**config.mk**
```make
export PLATFORM = sky130hd
export DESIGN_NAME = plct_divider
export DESIGN_NICKNAME = d
export VERILOG_FILES = /design/src/rtl/plct_pkg.sv /design/src/rtl/plct_divider.sv
export SDC_FILE = /design/constraint.sdc
export NUM_CORES = 1
export LEC_CHECK = 0
export BUFFER_PORTS_ARGS = -buffer_cell sky130_fd_sc_hd__buf_2
export CAP_MARGIN = 20
export CORE_UTILIZATION = 35
export CTS_CLUSTER_SIZE = 30
export DETAILED_ROUTE_END_ITERATION = 7
export GPL_TIMING_DRIVEN = 0
export SYNTH_ARGS = -nofsm -noshare
export SYNTH_HDL_FRONTEND = slang
export SYNTH_SLANG_ARGS = --single-unit
```
**constraint.sdc**
```tcl
create_clock -name clk -period 9.6 [get_ports clk]
set_input_delay 0.96 -clock clk [delete_from_list [all_inputs] [get_ports clk]]
set_output_delay 0.96 -clock clk [all_outputs]
set_load 0.01 [all_outputs]
```
**src/rtl/plct_pkg.sv**
```systemverilog
// ----------------------------------------------------------------------------
// plct_pkg
// Types and constants shared by the piecewise-linear calibration table.
// ----------------------------------------------------------------------------
package plct_pkg;

  localparam int PointsPerTable = 32;
  localparam int AmpFracBits    = 10;
  localparam int IdxW           = $clog2(PointsPerTable);
  localparam int CntW           = $clog2(PointsPerTable + 1);
  localparam int AddrW          = IdxW + 1;
  localparam int AmpW           = 24;
  localparam int ValW           = 32;
  // largest difference still counted as a match: d * 1000 < 2^frac
  localparam int TolMax         = ((1 << AmpFracBits) - 1) / 1000;

  typedef enum logic [1:0] {
    MODE_LOOKUP = 2'd0,
    MODE_SET    = 2'd1,
    MODE_APPEND = 2'd2,
    MODE_UNUSED = 2'd3
  } mode_t;

  typedef enum logic [2:0] {
    ST_OK         = 3'd0,
    ST_UPDATED    = 3'd1,
    ST_NO_BRACKET = 3'd2,
    ST_REJECTED   = 3'd3,
    ST_FULL       = 3'd4
  } status_t;

  typedef struct packed {
    logic [1:0]             mode;
    logic                   table_select;
    logic [AmpW-1:0]        amplitude;
    logic signed [ValW-1:0] point_value;
  } req_t;

  typedef struct packed {
    logic signed [ValW-1:0] result_value;
    logic [2:0]             status;
  } rsp_t;

  typedef enum logic [3:0] {
    S_IDLE, S_RD_LAST, S_CHK_LAST, S_SCAN_RD, S_SCAN_CHK, S_INTERP, S_DIV_WAIT,
    S_SHIFT_RD, S_SHIFT_WR, S_INSERT, S_DONE
  } state_t;

endpackage

```
**src/rtl/plct_divider.sv**
```systemverilog
// ----------------------------------------------------------------------------
// plct_divider
// Signed restoring divider, one quotient bit per cycle, truncates to zero.
// ----------------------------------------------------------------------------
module plct_divider (
  input  logic        clk,
  input  logic        rst,
  input  logic        start,
  input  logic [63:0] dividend,
  input  logic [24:0] divisor,
  output logic        busy,
  output logic [63:0] quotient
);
  import plct_pkg::*;

  logic [63:0] num;
  logic [63:0] quo;
  logic [25:0] rem;
  logic [24:0] den;
  logic        neg;
  logic [6:0]  cnt;
  logic [25:0] trial;

  assign trial = {rem[24:0], num[63]} - {1'b0, den};

  // one bit of the magnitude per cycle
  always_ff @(posedge clk) begin
    if (rst) begin
      busy <= 1'b0;
      cnt  <= '0;
    end else if (start) begin
      busy <= 1'b1;
      cnt  <= 7'd64;
      neg  <= dividend[63];
      num  <= dividend[63] ? (~dividend + 64'd1) : dividend;
      den  <= divisor;
      rem  <= '0;
      quo  <= '0;
    end else if (busy) begin
      num <= {num[62:0], 1'b0};
      if (!trial[25]) begin
        rem <= trial;
        quo <= {quo[62:0], 1'b1};
      end else begin
        rem <= {rem[24:0], num[63]};
        quo <= {quo[62:0], 1'b0};
      end
      cnt <= cnt - 7'd1;
      if (cnt == 7'd1) busy <= 1'b0;
    end
  end

  assign quotient = neg ? (~quo + 64'd1) : quo;

endmodule

```
==> out/results.tsv <==
stage	metric	value	unit
timing	final count of negative-setup-slack endpoints	0	
worst_hold_path	worst min-delay path category	register to register	
pwr	Seq pwr share	0.463	
pwr	reported net switching power	627	uW
timing	final worst-path setup slack	5.03	ns
clocking	Clk Latency, worst-skew pair	0.43	ns
yosys	Mapped Cells	1126	
global_routing	total congestion overflow after global routing	0	
cells_and_area	final std cells w/o fill	1753	
cells_and_area	share of layout cells above drive strength 1	0.173	
setup_path	WS Path Type	register to primary output	
pwr	Power Density	162	mW/mm^2
setup_path	flop-to-flop setup slack	5.69	ns
route	average vias per placed instance	5.19	
floorplan	placeable core region	0.0318	mm^2
yosys	net count after synthesis	1248	
pwr	worst voltage drop across the vdd grid	0.121	mV
route	Detailed Route Iter0 Violations	672	
placement	Post-DP Area	0.0128	mm^2
placement	Port Buf Inserts	156	
cells_and_area	total of fill cells in the finished design	3157	
clocking	Gates resized, CTS repair	0	
yosys	number of enable-type register cells in the synthesized netlist	179	
setup_path	endpoint kind of the worst setup timing path	primary output	
floorplan	height of the die	182	um
yosys	primary flip-flop cell chosen by synthesis mapping	edfxtp_1	
clocking	Root Buffer	clkbuf_16	
pwr	Power Internal	1550	uW
yosys	post-synthesis sequential element count	187	
cells_and_area	Finished Cell Area	0.0134	mm^2
pwr	combinational fraction of design power	0.221	
pwr	switching part of the total	0.288	
route	total wire length after detailed routing	29300	um
cells_and_area	most frequent cells in the layout	179 x edfxtp_1, 158 x buf_2, 98 x a21oi_1	
clocking	# hold bufs at CTS	0	
floorplan	count of boundary I/O pins	157	
cells_and_area	commonest non-fill, non-tap cell in the layout	edfxtp_1	
global_routing	aggregate global-route resource usage	0.179	
route	via count	9098	
yosys	proportion of synthesized chip area in sequential cells	0.486	
floorplan	Chip Width	182	um
yosys	number of library cell types mapped by synthesis	62	
timing	count of final max-slew check failures	0	
timing	Final period util	0.476	
timing	maximum frequency from static timing analysis	219	MHz
clocking	# clock sinks	187	
placement	Post-Place Cells	1722	
clocking	buffer depth of the longest clock path	2	
yosys	largest family of logic cells by synthesized area	simple AND/OR/NAND/NOR gates	
route	detailed-route wire length per cell	16.7	um
route	# DRC	0	
route	Pre-Repair DR Iteration Count	5	
yosys	yosys synthesis warning count	0	
clocking	clock tree from TritonCTS	yes	
pwr	fraction of power consumed by the clock network	0.316	
yosys	multiplexer area fraction after synthesis	0.00978	
floorplan	initial core utilization	0.358	
yosys	complex-gate fraction of the synthesized area	0.146	
floorplan	die outline area	0.0333	mm^2
timing	total count of hold-check failures in the final report	0	
route	Antenna Violating Nets Remaining	0	
timing	Post-Route Skew	0.00793	ns
timing	pin slew with the least headroom to its limit	0.943	ns
timing	post-layout minimum cycle time	4.57	ns
setup_path	required time at the endpoint of the critical path	8.64	ns
cells_and_area	Final nets	1428	
setup_path	type of origin of the critical path	register	
timing	setup repair after global routing missed its margin	no	
yosys	average cell area after synthesis	10.1	um^2
placement	detailed placement HPWL	21800	um
yosys	XOR/XNOR Fraction of Synth Area	0.109	
yosys	Netlist Area Pre-Place	0.0114	mm^2
placement	Place WS	5.49	ns
outcome	result of the run	completed	
yosys	Post-synth ARST share	0	
global_routing	maximum number of pins on one net before global-route repair	34	
timing	slew margin rel.	0.370	
setup_path	biggest fanout along the worst timing path	7	
global_routing	initial antenna violation count	3	
clocking	number of H-tree branching levels	4	
clocking	clock transition at the register clock pins on the worst setup and hold paths after CTS	0.07	ns
setup_path	Worst Path Arrival	3.61	ns
job	Max Cap Violations	0	
cells_and_area	area added between synthesis and finish	17.6	%
yosys	Synth Area in Simple Gates	0.185	
global_routing	first-pass GRT wire length	46700	um
placement	final weighted congestion in routability-driven placement	0.889	
global_routing	number of global-route vias before repair	8793	
pwr	leakage	0.00486	uW
yosys	arithmetic-cell share of the synthesized area counting full adders, half adders and majority gates	0.0336	
clocking	Post-CTS Setup Repair Bufs	0	
floorplan	number of placement rows	65	
clocking	CTS Buf Count	17	
## state kept, by name (all words and copies together), names as in the netlist
| register | cells |
|---|---|
| rem | 25 |
| neg | 1 |
| cnt | 7 |
| busy | 1 |
| den | 25 |
| quo | 64 |
| num | 64 |
## critical path: stages (launching register included)
cell	delay (ns)
edfxtp_1	0.46
or4_4	0.57
or3_4	0.41
nor2_4	0.16
nand4_2	0.24
nor3_2	0.31
nand2_1	0.22
o41ai_1	0.49
xnor2_1	0.17
buf_2	0.15
## area by class of cell
cell class                      instances  area (um^2)  area share
Antenna cell                            1         2.50    0.000187
Buffer                                 52          201      0.0150
Clock buffer                           18          429      0.0320
Clock inverter                         12          126     0.00944
Inverter                               38          143      0.0107
Multi-Input combinational cell        849         5520       0.412
Sequential cell                       187         5540       0.413
Tap cell                              435          544      0.0406
Timing Repair Buffer                  161          888      0.0663
## per-layer routing
| metal | wire (um) | track usage | up-vias |
|---|---|---|---|
| li1 | - | - | 4472 |
| met1 | 14400 | 0.253 | 4328 |
| met2 | 13100 | 0.282 | 269 |
| met3 | 1500 | 0.0341 | 25 |
| met4 | 313 | 0.0403 | 4 |
| met5 | 27 | 0 | - |
## power groups by stage
stage / clock network, uW / registers, uW / logic (uW)
floorplan: 0 / 1020 / 323
global placement: 0 / 1040 / 466
detailed placement: 0 / 1020 / 479
CTS: 709 / 1010 / 481
global route: 735 / 1010 / 534
finish: 688 / 1010 / 480
## cells in the mapped netlist, types with 3 or more instances
cell	n	area share
xor2_1	62	0.048
nor2_1	95	0.031
a211oi_1	3	0.0020
buf_1	8	0.0026
a311oi_1	3	0.0023
or3_1	25	0.014
a21boi_0	4	0.0026
o31ai_1	37	0.024
nor3_1	28	0.012
mux2_2	9	0.0089
o21ai_1	4	0.0018
inv_1	38	0.013
nor2b_1	68	0.037
edfxtp_1	179	0.47
or4_1	11	0.0073
nand2b_1	12	0.0066
or2_2	9	0.0049
dfxtp_1	8	0.014
nand4_1	8	0.0044
and2_1	6	0.0033
xnor2_1	80	0.062
nand2_1	67	0.022
clkbuf_1	41	0.014
o21ai_0	65	0.029
nor4_1	15	0.0082
ha_1	29	0.032
o41ai_1	18	0.014
a21oi_1	98	0.043
a211o_1	3	0.0023
o21a_1	5	0.0033
nand3_1	33	0.015
a21o_1	10	0.0066
o211ai_1	4	0.0026
and3_1	5	0.0027
## worst paths after layout
path | start | to | cells past startpoint
setup / recovery | quo[10]$_SDFFCE_PP0P_ | quotient[60] | 9
hold reg to reg | cnt[1]$_SDFFE_PP0P_ | cnt[1]$_SDFFE_PP0P_ | 2
setup reg to reg | rem[0]$_SDFFCE_PP0P_ | rem[23]$_SDFFCE_PP0P_ | 11
hold / removal | cnt[1]$_SDFFE_PP0P_ | cnt[1]$_SDFFE_PP0P_ | 2
## logic make-up (layout without fill, tap and decap cells)
kind of cell               count (synthesis)  in the layout
DFF                                      187            187
AOI/OAI and AO/OA                        267            267
xor gates and xnor gates                 142            142
muxes                                     10             10
and+or+nand+nor                          400            400
other                                      0              1
adders and majority gates                 30             30
buffers and inverters                     90            281
## per-stage QoR
step / power (uW) / hold WS (ns) / TNS, ns / utilization
floorplan: 1340 / 0.469 / 0 / -
CTS: 2200 / 0.500 / 0 / 0.421
finish: 2170 / 0.502 / 0 / 0.421
global route: 2280 / 0.527 / 0 / 0.421
detailed placement: 1500 / 0.487 / 0 / 0.404
global placement: 1500 / 0.481 / -427.90 / 0.400
(Power assumes the default switching activity.)
